$ cat src/hw/rtl/ptms_pkg.sv
// ----------------------------------------------------------------------------
// ptms_pkg
// Shared widths, register indexes, constants and controller/datapath structs
// for the pitch track median smoother.
// ----------------------------------------------------------------------------
package ptms_pkg;

   localparam int PITCH_W     = 20;
   localparam int ALPHA_W     = 16;
   localparam int MEDIAN_TAPS = 5;
   localparam int TAP_IDX_W   = (MEDIAN_TAPS > 1) ? $clog2(MEDIAN_TAPS) : 1;
   localparam int FILL_W      = $clog2(MEDIAN_TAPS + 1);

   // configuration port
   localparam int CSR_IDX_W  = 2;
   localparam int CSR_DATA_W = 20;
   localparam logic [CSR_IDX_W-1:0] CSR_MIN_PITCH    = 2'd0;
   localparam logic [CSR_IDX_W-1:0] CSR_MAX_PITCH    = 2'd1;
   localparam logic [CSR_IDX_W-1:0] CSR_SMOOTH_ALPHA = 2'd2;

   localparam logic [PITCH_W-1:0] MIN_PITCH_RST    = 20'd800;
   localparam logic [PITCH_W-1:0] MAX_PITCH_RST    = 20'd16000;
   localparam logic [ALPHA_W-1:0] SMOOTH_ALPHA_RST = 16'd60000;

   // floor(9*s/10) = (s * 9 * ceil(2^27/10)) >> 27, exact for 9*s < 2^26
   localparam int DECAY_SHIFT  = 27;
   localparam int DECAY_MULT_W = 27;
   localparam logic [DECAY_MULT_W-1:0] DECAY_MULT = 27'd120795957;
   localparam int DECAY_PROD_W = PITCH_W + DECAY_MULT_W;

   // alpha * (s - m), signed
   localparam int SMOOTH_PROD_W = ALPHA_W + PITCH_W + 2;
   localparam int ROUND_HALF    = 32768;

   typedef struct packed {
      logic load;
      logic decay_mul;
      logic decay_fin;
      logic halve;
      logic double_up;
      logic push;
      logic scan;
      logic seed;
      logic smooth_mul;
      logic smooth_fin;
      logic emit;
   } dp_cmd_type;

   typedef struct packed {
      logic req_zero;
      logic track_zero;
      logic fold_high;
      logic fold_low;
      logic scan_hit;
      logic out_free;
   } dp_status_type;

endpackage

$ cat src/hw/rtl/ptms_channels.sv
// ----------------------------------------------------------------------------
// ptms channels
// Valid/ready channel interfaces: candidate pitch in, tracked pitch out,
// register write port.
// ----------------------------------------------------------------------------
interface ptms_req_if;
   logic                          valid;
   logic                          ready;
   logic [ptms_pkg::PITCH_W-1:0]  candidate_pitch;

   modport source (output valid, output candidate_pitch, input ready);
   modport sink   (input valid, input candidate_pitch, output ready);
endinterface

interface ptms_rsp_if;
   logic                          valid;
   logic                          ready;
   logic [ptms_pkg::PITCH_W-1:0]  tracked_pitch;

   modport source (output valid, output tracked_pitch, input ready);
   modport sink   (input valid, input tracked_pitch, output ready);
endinterface

interface ptms_csr_if;
   logic                             valid;
   logic                             ready;
   logic [ptms_pkg::CSR_IDX_W-1:0]   index;
   logic [ptms_pkg::CSR_DATA_W-1:0]  wdata;

   modport source (output valid, output index, output wdata, input ready);
   modport sink   (input valid, input index, input wdata, output ready);
endinterface

$ cat src/hw/rtl/ptms_ctrl.sv
// ----------------------------------------------------------------------------
// ptms_ctrl
// Sequencer: steps one frame through decay (unvoiced) or through octave fold (none if no
// pitch is tracked), ring push, median scan and smoothing or seeding, then hands the result to the output register.
// ----------------------------------------------------------------------------
module ptms_ctrl (
   input  logic                    clock,
   input  logic                    reset,
   input  logic                    req_valid,
   output logic                    req_ready,
   input  ptms_pkg::dp_status_type status,
   output ptms_pkg::dp_cmd_type    cmd
);

   localparam logic [3:0] ST_IDLE       = 4'd0;
   localparam logic [3:0] ST_DECAY_MUL  = 4'd1;
   localparam logic [3:0] ST_DECAY_FIN  = 4'd2;
   localparam logic [3:0] ST_FOLD_DN    = 4'd3;
   localparam logic [3:0] ST_FOLD_UP    = 4'd4;
   localparam logic [3:0] ST_PUSH       = 4'd5;
   localparam logic [3:0] ST_SCAN       = 4'd6;
   localparam logic [3:0] ST_SEED       = 4'd7;
   localparam logic [3:0] ST_SMOOTH_MUL = 4'd8;
   localparam logic [3:0] ST_SMOOTH_FIN = 4'd9;
   localparam logic [3:0] ST_EMIT       = 4'd10;

   logic [3:0] state_ff;
   logic [3:0] state_in;

   always_comb begin
      state_in  = state_ff;
      cmd       = '0;
      req_ready = 1'b0;
      case (state_ff)
         ST_IDLE: begin
            req_ready = 1'b1;
            if (req_valid) begin
               cmd.load = 1'b1;
               if (status.req_zero) begin
                  state_in = ST_DECAY_MUL;
               end else if (status.track_zero) begin
                  state_in = ST_PUSH;
               end else begin
                  state_in = ST_FOLD_DN;
               end
            end
         end
         ST_DECAY_MUL: begin
            cmd.decay_mul = 1'b1;
            state_in      = ST_DECAY_FIN;
         end
         ST_DECAY_FIN: begin
            cmd.decay_fin = 1'b1;
            state_in      = ST_EMIT;
         end
         ST_FOLD_DN: begin
            if (status.fold_high) begin
               cmd.halve = 1'b1;
            end else begin
               state_in = ST_FOLD_UP;
            end
         end
         ST_FOLD_UP: begin
            if (status.fold_low) begin
               cmd.double_up = 1'b1;
            end else begin
               state_in = ST_PUSH;
            end
         end
         ST_PUSH: begin
            cmd.push = 1'b1;
            state_in = ST_SCAN;
         end
         ST_SCAN: begin
            cmd.scan = 1'b1;
            if (status.scan_hit) begin
               state_in = status.track_zero ? ST_SEED : ST_SMOOTH_MUL;
            end
         end
         ST_SEED: begin
            cmd.seed = 1'b1;
            state_in = ST_EMIT;
         end
         ST_SMOOTH_MUL: begin
            cmd.smooth_mul = 1'b1;
            state_in       = ST_SMOOTH_FIN;
         end
         ST_SMOOTH_FIN: begin
            cmd.smooth_fin = 1'b1;
            state_in       = ST_EMIT;
         end
         ST_EMIT: begin
            if (status.out_free) begin
               cmd.emit = 1'b1;
               state_in = ST_IDLE;
            end
         end
         default: begin
            state_in = ST_IDLE;
         end
      endcase
   end

   always_ff @(posedge clock) begin
      if (reset) begin
         state_ff <= ST_IDLE;
      end else begin
         state_ff <= state_in;
      end
   end

endmodule

$ cat src/hw/rtl/ptms_dp.sv
// ----------------------------------------------------------------------------
// ptms_dp
// Datapath: tracked pitch, median ring, fold register, decay and smoothing
// multipliers, output register.
// ----------------------------------------------------------------------------
module ptms_dp (
   input  logic                              clock,
   input  logic                              reset,
   input  ptms_pkg::dp_cmd_type              cmd,
   output ptms_pkg::dp_status_type           status,
   input  logic [ptms_pkg::PITCH_W-1:0]      req_pitch,
   input  logic [ptms_pkg::PITCH_W-1:0]      min_pitch,
   input  logic [ptms_pkg::PITCH_W-1:0]      max_pitch,
   input  logic [ptms_pkg::ALPHA_W-1:0]      smooth_alpha,
   input  logic                              rsp_ready,
   output logic                              rsp_valid,
   output logic [ptms_pkg::PITCH_W-1:0]      rsp_pitch
);

   localparam int PW = ptms_pkg::PITCH_W;
   localparam int FW = ptms_pkg::FILL_W;
   localparam int IW = ptms_pkg::TAP_IDX_W;
   localparam int SW = ptms_pkg::SMOOTH_PROD_W;

   logic [PW-1:0] track_ff, track_in;
   logic [PW-1:0] cand_ff, cand_in;
   logic [PW-1:0] med_ff, med_in;
   logic [IW-1:0] wpos_ff, wpos_in;
   logic [FW-1:0] fill_ff, fill_in;
   logic [IW-1:0] idx_ff, idx_in;
   logic [PW-1:0] ring_ff [ptms_pkg::MEDIAN_TAPS];
   logic [ptms_pkg::DECAY_PROD_W-1:0] decay_prod_ff;
   logic signed [SW-1:0] sm_prod_ff;
   logic          rsp_valid_ff, rsp_valid_in;
   logic [PW-1:0] rsp_pitch_ff;

   // octave fold compares: 10c vs 19s, 19c vs 10s, 2c vs max
   logic [PW+4:0] cand_x10, cand_x19, track_x10, track_x19;
   logic [PW:0]   cand_x2;

   assign cand_x10  = ({5'd0, cand_ff} << 3) + ({5'd0, cand_ff} << 1);
   assign cand_x19  = ({5'd0, cand_ff} << 4) + ({5'd0, cand_ff} << 1) + {5'd0, cand_ff};
   assign track_x10 = ({5'd0, track_ff} << 3) + ({5'd0, track_ff} << 1);
   assign track_x19 = ({5'd0, track_ff} << 4) + ({5'd0, track_ff} << 1) + {5'd0, track_ff};
   assign cand_x2   = {cand_ff, 1'b0};

   // decay result and clear test
   logic [PW-1:0] decay_q;
   logic [PW+1:0] decay_x4;
   assign decay_q  = decay_prod_ff[ptms_pkg::DECAY_SHIFT +: PW];
   assign decay_x4 = {decay_q, 2'b00};

   // smoothing: (m << 16) + alpha*(s - m) + half, >> 16
   logic signed [PW:0]   sm_diff;
   logic signed [SW-1:0] sm_acc;
   logic [PW-1:0]        sm_res;
   assign sm_diff = $signed({1'b0, track_ff}) - $signed({1'b0, med_ff});
   assign sm_acc  = $signed({2'b00, med_ff, {ptms_pkg::ALPHA_W{1'b0}}}) + sm_prod_ff
                    + $signed(SW'(ptms_pkg::ROUND_HALF));
   assign sm_res  = sm_acc[ptms_pkg::ALPHA_W +: PW];

   // rank of the scanned entry among valid entries
   logic [PW-1:0] scan_val;
   logic [FW-1:0] lt_cnt, le_cnt, mid_rank;
   assign scan_val = ring_ff[idx_ff];
   assign mid_rank = fill_ff >> 1;

   always_comb begin
      lt_cnt = '0;
      le_cnt = '0;
      for (int j = 0; j < ptms_pkg::MEDIAN_TAPS; j++) begin
         if (FW'(j) < fill_ff) begin
            if (ring_ff[j] < scan_val) begin
               lt_cnt = lt_cnt + 1'b1;
            end
            if (ring_ff[j] <= scan_val) begin
               le_cnt = le_cnt + 1'b1;
            end
         end
      end
   end

   assign status.req_zero   = (req_pitch == '0);
   assign status.track_zero = (track_ff == '0);
   assign status.fold_high  = (cand_x10 > track_x19);
   assign status.fold_low   = (cand_x19 < track_x10) && (cand_x2 <= {1'b0, max_pitch});
   assign status.scan_hit   = (lt_cnt <= mid_rank) && (le_cnt > mid_rank);
   assign status.out_free   = !rsp_valid_ff || rsp_ready;

   always_comb begin
      track_in     = track_ff;
      cand_in      = cand_ff;
      med_in       = med_ff;
      wpos_in      = wpos_ff;
      fill_in      = fill_ff;
      idx_in       = idx_ff;
      rsp_valid_in = rsp_valid_ff;
      if (rsp_ready) begin
         rsp_valid_in = 1'b0;
      end
      if (cmd.load) begin
         cand_in = req_pitch;
      end
      if (cmd.halve) begin
         cand_in = cand_ff >> 1;
      end
      if (cmd.double_up) begin
         cand_in = {cand_ff[PW-2:0], 1'b0};
      end
      if (cmd.decay_mul) begin
         wpos_in = '0;
         fill_in = '0;
      end
      if (cmd.decay_fin) begin
         track_in = (decay_x4 < {2'b00, min_pitch}) ? '0 : decay_q;
      end
      if (cmd.push) begin
         wpos_in = (wpos_ff == IW'(ptms_pkg::MEDIAN_TAPS - 1)) ? '0 : wpos_ff + 1'b1;
         if (fill_ff != FW'(ptms_pkg::MEDIAN_TAPS)) begin
            fill_in = fill_ff + 1'b1;
         end
         idx_in = '0;
      end
      if (cmd.scan) begin
         idx_in = idx_ff + 1'b1;
         if (status.scan_hit) begin
            med_in = scan_val;
         end
      end
      if (cmd.seed) begin
         track_in = med_ff;
      end
      if (cmd.smooth_fin) begin
         track_in = sm_res;
      end
      if (cmd.emit) begin
         rsp_valid_in = 1'b1;
      end
   end

   always_ff @(posedge clock) begin
      if (reset) begin
         track_ff     <= '0;
         wpos_ff      <= '0;
         fill_ff      <= '0;
         rsp_valid_ff <= 1'b0;
      end else begin
         track_ff     <= track_in;
         wpos_ff      <= wpos_in;
         fill_ff      <= fill_in;
         rsp_valid_ff <= rsp_valid_in;
      end
   end

   always_ff @(posedge clock) begin
      cand_ff <= cand_in;
      med_ff  <= med_in;
      idx_ff  <= idx_in;
      if (cmd.push) begin
         ring_ff[wpos_ff] <= cand_ff;
      end
      if (cmd.decay_mul) begin
         decay_prod_ff <= ptms_pkg::DECAY_PROD_W'(track_ff) *
                          ptms_pkg::DECAY_PROD_W'(ptms_pkg::DECAY_MULT);
      end
      if (cmd.smooth_mul) begin
         sm_prod_ff <= SW'($signed({1'b0, smooth_alpha}) * sm_diff);
      end
      if (cmd.emit) begin
         rsp_pitch_ff <= track_ff;
      end
   end

   assign rsp_valid = rsp_valid_ff;
   assign rsp_pitch = rsp_pitch_ff;

   // while the ring is not full, the write slot sits right after the last valid entry
   a_wpos_tracks_fill: assert property (@(posedge clock) disable iff (reset)
      (fill_ff < FW'(ptms_pkg::MEDIAN_TAPS)) |-> (wpos_ff == IW'(fill_ff)))
      else $error("ring write position out of step with fill");

   a_fill_bound: assert property (@(posedge clock) disable iff (reset)
      fill_ff <= FW'(ptms_pkg::MEDIAN_TAPS))
      else $error("ring fill above tap count");

   a_push_fills: assert property (@(posedge clock) disable iff (reset)
      cmd.push |=> (fill_ff != '0))
      else $error("push left ring empty");

   a_smooth_nonzero: assert property (@(posedge clock) disable iff (reset)
      cmd.smooth_fin |=> (track_ff != '0))
      else $error("smoothing of two nonzero pitches gave zero");

endmodule

$ cat src/hw/rtl/pitch_track_median_smoother.sv
// ----------------------------------------------------------------------------
// pitch_track_median_smoother
// Frame pitch tracker: octave fold, median over recent frames, exponential
// smoothing, decay on unvoiced frames.
// ----------------------------------------------------------------------------
// One beat in (raw pitch, 1/16 Hz, zero = unvoiced) gives one beat out (the
// tracked pitch). Frames are handled one at a time by a sequencer. An
// unvoiced frame runs a decay multiply and a decay finish; a voiced frame
// with a pitch already tracked runs the octave halving and doubling steps
// (one per cycle, at most 20 each), a ring push, the median scan (one ring
// entry ranked per cycle), a smoothing multiply and a smoothing finish; a
// voiced frame with no pitch tracked skips the fold and seeds instead of
// smoothing. Each frame ends by loading the result into the output
// register; a stalled output beat adds its wait before the result loads.
// A new frame is taken the cycle after the result is loaded into the output
// register, even if that beat has not been taken yet. Registers (min_pitch,
// max_pitch, smooth_alpha) are written through the csr port, ready always
// high; write them only while the block is idle.
// ----------------------------------------------------------------------------
module pitch_track_median_smoother (
   input  logic       clock,
   input  logic       reset,
   ptms_req_if.sink   req_ch,
   ptms_rsp_if.source rsp_ch,
   ptms_csr_if.sink   csr_ch
);

   // configuration registers
   logic [ptms_pkg::PITCH_W-1:0] min_pitch_ff;
   logic [ptms_pkg::PITCH_W-1:0] max_pitch_ff;
   logic [ptms_pkg::ALPHA_W-1:0] smooth_alpha_ff;

   ptms_pkg::dp_cmd_type    cmd;
   ptms_pkg::dp_status_type status;

   // every register write is accepted, so the port never stalls
   assign csr_ch.ready = 1'b1;

   always_ff @(posedge clock) begin
      if (reset) begin
         min_pitch_ff    <= ptms_pkg::MIN_PITCH_RST;
         max_pitch_ff    <= ptms_pkg::MAX_PITCH_RST;
         smooth_alpha_ff <= ptms_pkg::SMOOTH_ALPHA_RST;
      end else if (csr_ch.valid) begin
         case (csr_ch.index)
            ptms_pkg::CSR_MIN_PITCH: begin
               min_pitch_ff <= csr_ch.wdata[ptms_pkg::PITCH_W-1:0];
            end
            ptms_pkg::CSR_MAX_PITCH: begin
               max_pitch_ff <= csr_ch.wdata[ptms_pkg::PITCH_W-1:0];
            end
            ptms_pkg::CSR_SMOOTH_ALPHA: begin
               smooth_alpha_ff <= csr_ch.wdata[ptms_pkg::ALPHA_W-1:0];
            end
            default: begin
               // unmapped index: write dropped
            end
         endcase
      end
   end

   // sequencer: owns the input handshake, drives one command set per cycle
   ptms_ctrl u_ctrl (
      .clock     (clock),
      .reset     (reset),
      .req_valid (req_ch.valid),
      .req_ready (req_ch.ready),
      .status    (status),
      .cmd       (cmd)
   );

   // datapath: state, arithmetic and the output register
   ptms_dp u_dp (
      .clock        (clock),
      .reset        (reset),
      .cmd          (cmd),
      .status       (status),
      .req_pitch    (req_ch.candidate_pitch),
      .min_pitch    (min_pitch_ff),
      .max_pitch    (max_pitch_ff),
      .smooth_alpha (smooth_alpha_ff),
      .rsp_ready    (rsp_ch.ready),
      .rsp_valid    (rsp_ch.valid),
      .rsp_pitch    (rsp_ch.tracked_pitch)
   );

endmodule
$ cat src/flat_wrapper.sv
// flat-port wrapper written by rule: the top's interface ports become plain ports
module pitch_track_median_smoother_flat 
  (clock, reset, req_ch_valid, req_ch_candidate_pitch, req_ch_ready, rsp_ch_valid, rsp_ch_tracked_pitch, rsp_ch_ready, csr_ch_valid, csr_ch_index, csr_ch_wdata, csr_ch_ready);
  ptms_req_if req_ch_i ();
  ptms_rsp_if rsp_ch_i ();
  ptms_csr_if csr_ch_i ();
  input  logic clock;
  input  logic reset;
  input wire logic [$bits(req_ch_i.valid)-1:0] req_ch_valid;
  input wire logic [$bits(req_ch_i.candidate_pitch)-1:0] req_ch_candidate_pitch;
  output wire logic [$bits(req_ch_i.ready)-1:0] req_ch_ready;
  output wire logic [$bits(rsp_ch_i.valid)-1:0] rsp_ch_valid;
  output wire logic [$bits(rsp_ch_i.tracked_pitch)-1:0] rsp_ch_tracked_pitch;
  input wire logic [$bits(rsp_ch_i.ready)-1:0] rsp_ch_ready;
  input wire logic [$bits(csr_ch_i.valid)-1:0] csr_ch_valid;
  input wire logic [$bits(csr_ch_i.index)-1:0] csr_ch_index;
  input wire logic [$bits(csr_ch_i.wdata)-1:0] csr_ch_wdata;
  output wire logic [$bits(csr_ch_i.ready)-1:0] csr_ch_ready;
  assign req_ch_i.valid = req_ch_valid;
  assign req_ch_i.candidate_pitch = req_ch_candidate_pitch;
  assign req_ch_ready = req_ch_i.ready;
  assign rsp_ch_valid = rsp_ch_i.valid;
  assign rsp_ch_tracked_pitch = rsp_ch_i.tracked_pitch;
  assign rsp_ch_i.ready = rsp_ch_ready;
  assign csr_ch_i.valid = csr_ch_valid;
  assign csr_ch_i.index = csr_ch_index;
  assign csr_ch_i.wdata = csr_ch_wdata;
  assign csr_ch_ready = csr_ch_i.ready;
  pitch_track_median_smoother u_core (.clock(clock), .reset(reset), .req_ch(req_ch_i), .rsp_ch(rsp_ch_i), .csr_ch(csr_ch_i));
endmodule
$ cat config.mk
export PLATFORM = sky130hd
export DESIGN_NAME = pitch_track_median_smoother_flat
export DESIGN_NICKNAME = d
export VERILOG_FILES = /design/src/hw/rtl/ptms_pkg.sv /design/src/hw/rtl/ptms_channels.sv /design/src/hw/rtl/ptms_ctrl.sv /design/src/hw/rtl/ptms_dp.sv /design/src/hw/rtl/pitch_track_median_smoother.sv /design/src/flat_wrapper.sv
export SDC_FILE = /design/constraint.sdc
export NUM_CORES = 2
export LEC_CHECK = 0
export BUFFER_PORTS_ARGS = -buffer_cell sky130_fd_sc_hd__buf_4
export CAP_MARGIN = 0
export CORE_ASPECT_RATIO = 1.2
export CORE_UTILIZATION = 26
export CTS_CLUSTER_SIZE = 25
export DETAILED_ROUTE_END_ITERATION = 8
export PLACE_DENSITY = 0.39
export SLEW_MARGIN = 20
export SYNTH_ARGS = -nofsm -noshare
export SYNTH_HDL_FRONTEND = slang
export SYNTH_SLANG_ARGS = --single-unit
export TNS_END_PERCENT = 50
$ cat constraint.sdc
create_clock -name clock -period 10 [get_ports clock]
set_input_delay 1 -clock clock [delete_from_list [all_inputs] [get_ports clock]]
set_output_delay 1 -clock clock [all_outputs]
set_load 0.005 [all_outputs]
==> metrics.log <==
INFO  metric io_buffers = about 70
INFO  metric detailedRoute.firstIterationViolations = 1,419
INFO  metric critical-path-slowest-cell = sky130_fd_sc_hd__xnor2_1
INFO  metric clk-insertion-delay-late = 0.61 ns
INFO  metric finalCritPeriodShare = 0.925
INFO  metric first_pass_iters = 5
INFO  metric routed_wirelength = approximately 140,000 µm
INFO  metric fraction_of_final_layout_cells_with_drive_strength_greater_than_1 = 0.0797
INFO  metric outcome = finished clean
INFO  metric die_x = around 370 µm
INFO  metric hold_path_cells = 2
INFO  metric ys_warn_count = 0
INFO  metric hold-path-endpoint = u_core.max_pitch_ff[3]$_SDFFE_PP0P_
INFO  metric timing.reg2reg.worst_path_depth = 30
INFO  metric finish.net_count = between 5,000 and 6,000
INFO  metric initial_core_util = 0.262
INFO  metric synth_edf_count = ~260
INFO  metric finalCoreUtilization = 0.294
INFO  metric cts_num_sinks = about 350
INFO  metric synth_fp_nets = ~5,500
INFO  metric grt_start_max_net_pins = 68
INFO  metric synthTopCellsByArea = sky130_fd_sc_hd__fa_1 24%, sky130_fd_sc_hd__edfxtp_1 18%, sky130_fd_sc_hd__ha_1 18%, sky130_fd_sc_hd__inv_1 6.4%, sky130_fd_sc_hd__dfxtp_1 4.2%
INFO  metric finalSetupTns = 0 ns
INFO  metric cts.repair.resized = 0
INFO  metric maxSlewViolCount = 0
INFO  metric pin_count = 70
INFO  metric area_fraction_of_the_dominant_cell_type_after_synthesis = 0.242
INFO  metric grt_antenna_before_repair = 4
INFO  metric skew = 0.0296 ns
INFO  metric worstSetupEndpointType = flip-flop
INFO  metric fill_cells = between 15,000 and 20,000
INFO  metric cts.root.buffer_cell = sky130_fd_sc_hd__clkbuf_16
INFO  metric rsz0062_at_grt = false
INFO  metric hold_start = u_core.max_pitch_ff[3]$_SDFFE_PP0P_
INFO  metric worst_ep_arrival = around 9.6 ns
INFO  metric worstPathRequired = around 10 ns
INFO  metric regArea = 9720 µm²
INFO  metric globalRouteOverflowTotal = 0
INFO  metric worst-path-max-fanout = 7
INFO  metric routabilityCongestion = 0.842
INFO  metric synth.avg_cell_area = between 10 and 15 µm²
INFO  metric synthFlopType = sky130_fd_sc_hd__edfxtp_1
INFO  metric grt_pass1_wl = around 210,000 µm
INFO  metric number_of_global_route_vias_before_repair = roughly 33,000
INFO  metric cts-htree-levels = 2
INFO  metric vias = between 30,000 and 40,000
INFO  metric postCtsHoldBufs = 0
INFO  metric core.rowCount = ~160
INFO  metric cts_setup_buffers = 0
INFO  metric finalHoldViolations = 0
INFO  metric ys_seq_area_frac = 0.225
INFO  metric cts_tree = done
INFO  metric drt_drc_violations_left = 0
INFO  metric route.antenna.remaining_nets = 0
INFO  metric maxCapViolations = 0
INFO  metric r2r-end = u_core.u_dp.sm_prod_ff[28]$_DFFE_PP_
INFO  metric postSynthCellCount = 4,308
INFO  metric core_area = approximately 160,000 µm²
INFO  metric worst-r2r-setup-slack = 0.75 ns
INFO  metric report.final.setup_viol = 0
INFO  metric max_slew.worst_pin.slew = about 1.1 ns
INFO  metric fin_crit = ~9 ns
INFO  metric min_path_type = flip-flop to flip-flop
INFO  metric postSynth.asyncResetShare = 0
INFO  metric fp.dieArea = between 150,000 and 200,000 µm²
INFO  metric synth_area = between 40,000 and 50,000 µm²
INFO  metric area_growth_syn_to_layout = 12.4%
INFO  metric slowest_delay = 0.70 ns
INFO  metric path_clk_slew = 0.06 ns
INFO  metric insertedDiodeCount = 0
INFO  metric synth_cell_types = 88
INFO  metric post-dp-hpwl = between 100,000 and 150,000 µm
INFO  metric synth_seq_cells = around 350
INFO  metric via_per_inst = 4.64
INFO  metric critical-path-top-cell-by-count = sky130_fd_sc_hd__fa_1
INFO  metric grtUsageTotal = 0.166
INFO  metric worstReg2RegStart = u_core.u_dp.med_ff[1]$_DFFE_PP_
INFO  metric drt-wirelength-per-cell = about 21 µm
INFO  metric cts_made_buffers = 46
INFO  metric maxClockFrequency = 108 MHz
INFO  metric cts_buffer_depth = 3
INFO  metric die_h = ~450 µm
INFO  metric max-slew-margin-rel = 0.260
INFO  metric multi_input_area = approximately 30,000 µm²
INFO  metric synth_top_cell_by_area = sky130_fd_sc_hd__fa_1
INFO  metric critical_path_class = flip-flop to flip-flop
INFO  metric crit_path_start_kind = flip-flop
-- critical path: cells and delay by family (launching register included) --
kind / cells / cell delay [ns]
DFF: 1 / 0.44
buffers and inverters: 4 / 0.22
and+or+nand+nor: 5 / 1.07
adders and majority gates: 8 / 3.61
xor gates and xnor gates: 2 / 0.78
AOI/OAI and AO/OA: 11 / 2.86
-- synthesized netlist by cell type, types with 5 or more instances --
cell type	count
sky130_fd_sc_hd__inv_1	739
sky130_fd_sc_hd__edfxtp_1	263
sky130_fd_sc_hd__a21oi_1	232
sky130_fd_sc_hd__o21ai_0	113
sky130_fd_sc_hd__a21o_1	63
sky130_fd_sc_hd__a31o_2	5
sky130_fd_sc_hd__nor4_1	16
sky130_fd_sc_hd__nand3_1	61
sky130_fd_sc_hd__clkbuf_1	94
sky130_fd_sc_hd__or3_1	9
sky130_fd_sc_hd__o21a_1	40
sky130_fd_sc_hd__o21bai_1	16
sky130_fd_sc_hd__o22ai_1	6
sky130_fd_sc_hd__nor2_1	180
sky130_fd_sc_hd__xor2_1	46
sky130_fd_sc_hd__a21boi_0	6
sky130_fd_sc_hd__and3_1	14
sky130_fd_sc_hd__nand2_1	414
sky130_fd_sc_hd__a221oi_1	21
sky130_fd_sc_hd__o211ai_1	23
sky130_fd_sc_hd__o21ai_1	5
sky130_fd_sc_hd__nor2b_1	58
sky130_fd_sc_hd__buf_2	9
sky130_fd_sc_hd__nand4_1	38
sky130_fd_sc_hd__nand2b_1	46
sky130_fd_sc_hd__mux4_2	40
sky130_fd_sc_hd__xnor2_1	107
sky130_fd_sc_hd__buf_1	8
sky130_fd_sc_hd__o2111ai_1	6
sky130_fd_sc_hd__nor3_1	65
sky130_fd_sc_hd__mux2i_1	39
sky130_fd_sc_hd__a211o_1	11
sky130_fd_sc_hd__nand3b_1	5
sky130_fd_sc_hd__a311oi_1	5
sky130_fd_sc_hd__a211oi_1	26
sky130_fd_sc_hd__or2_2	12
sky130_fd_sc_hd__o31ai_1	11
sky130_fd_sc_hd__fa_1	522
sky130_fd_sc_hd__a31oi_1	15
sky130_fd_sc_hd__dfxtp_1	91
sky130_fd_sc_hd__ha_1	610
sky130_fd_sc_hd__and2_1	130
sky130_fd_sc_hd__a2111oi_0	8
sky130_fd_sc_hd__mux2_2	6
-- layout make-up --
| class | count | area share |
|---|---|---|
| Inverter | 740 | 0.0573 |
| Tap cell | 2145 | 0.0554 |
| Clock inverter | 19 | 0.00516 |
| Timing Repair Buffer | 184 | 0.0288 |
| Multi-Input combinational cell | 3102 | 0.625 |
| Sequential cell | 354 | 0.201 |
| Clock buffer | 67 | 0.0281 |
-- how the worst max path moves through the flow --
| stage | startpoint | endpoint |
|---|---|---|
| after floorplan | u_core.u_dp.track_ff[0]$_SDFFE_PP0N_ | u_core.u_dp.sm_prod_ff[28]$_DFFE_PP_ |
| after detailed placement | u_core.u_dp.med_ff[1]$_DFFE_PP_ | u_core.u_dp.sm_prod_ff[28]$_DFFE_PP_ |
| final | u_core.u_dp.med_ff[1]$_DFFE_PP_ | u_core.u_dp.sm_prod_ff[28]$_DFFE_PP_ |
| after global routing | u_core.u_dp.med_ff[1]$_DFFE_PP_ | u_core.u_dp.sm_prod_ff[28]$_DFFE_PP_ |
| after global placement | u_core.u_dp.med_ff[1]$_DFFE_PP_ | u_core.u_dp.sm_prod_ff[28]$_DFFE_PP_ |
| after CTS | u_core.u_dp.med_ff[1]$_DFFE_PP_ | u_core.u_dp.sm_prod_ff[28]$_DFFE_PP_ |
-- cells in the final DEF, fill, tap and decap left out, drive strengths merged, types with 66 or more instances in the layout --
| master | n |
|---|---|
| xnor2 | 107 |
| dfxtp | 91 |
| and2 | 131 |
| nor3 | 66 |
| buf | 184 |
| nand2 | 414 |
| a21oi | 233 |
| edfxtp | 263 |
| ha | 610 |
| fa | 522 |
| o21ai | 119 |
| clkbuf | 67 |
| inv | 742 |
| nor2 | 180 |
-- per-stage QoR --
stage / cells / hold WS [ns] / setup slack (ns) / instance area, µm²
after floorplan: 4308 / 0.432 / 1.22 / 43100
after global placement: 6525 / 0.444 / 0.739 / 46800
after detailed placement: 6525 / 0.446 / 0.490 / 46800
after CTS: 6611 / 0.454 / 0.410 / 48400
after global routing: 6611 / 0.470 / 0.110 / 48500
final: 6611 / 0.452 / 0.745 / 48500
-- cells by family after synthesis --
kind of cell / share of synthesized area
other: 0.0000870
and+or+nand+nor: 0.118
AOI/OAI and AO/OA: 0.0990
muxes: 0.0315
DFF: 0.225
xor gates and xnor gates: 0.0316
buffers and inverters: 0.0745
adders and majority gates: 0.419
-- layer usage --
layer	routed length, µm	global-route usage	vias up
li1	-	-	14700
met1	59400	0.207	15500
met2	72700	0.313	373
met3	2950	0.0114	116
met4	2930	0.0358	0
met5	0	0	-
-- sequential cells by signal (all words and copies together), names as in the netlist, named ones only --
name	cells
u_core.max_pitch_ff	20
u_core.min_pitch_ff	20
u_core.smooth_alpha_ff	16
u_core.u_ctrl.state_ff	4
u_core.u_dp.cand_ff	20
u_core.u_dp.decay_prod_ff	20
u_core.u_dp.fill_ff	3
u_core.u_dp.idx_ff	3
u_core.u_dp.med_ff	20
u_core.u_dp.ring_ff	160
u_core.u_dp.rsp_pitch	20
u_core.u_dp.rsp_valid	1
u_core.u_dp.sm_prod_ff	21
u_core.u_dp.track_ff	20
u_core.u_dp.wpos_ff	3
Power is not shown: default switching activity piles up to over one toggle a cycle in this logic, so the estimate is an artifact.
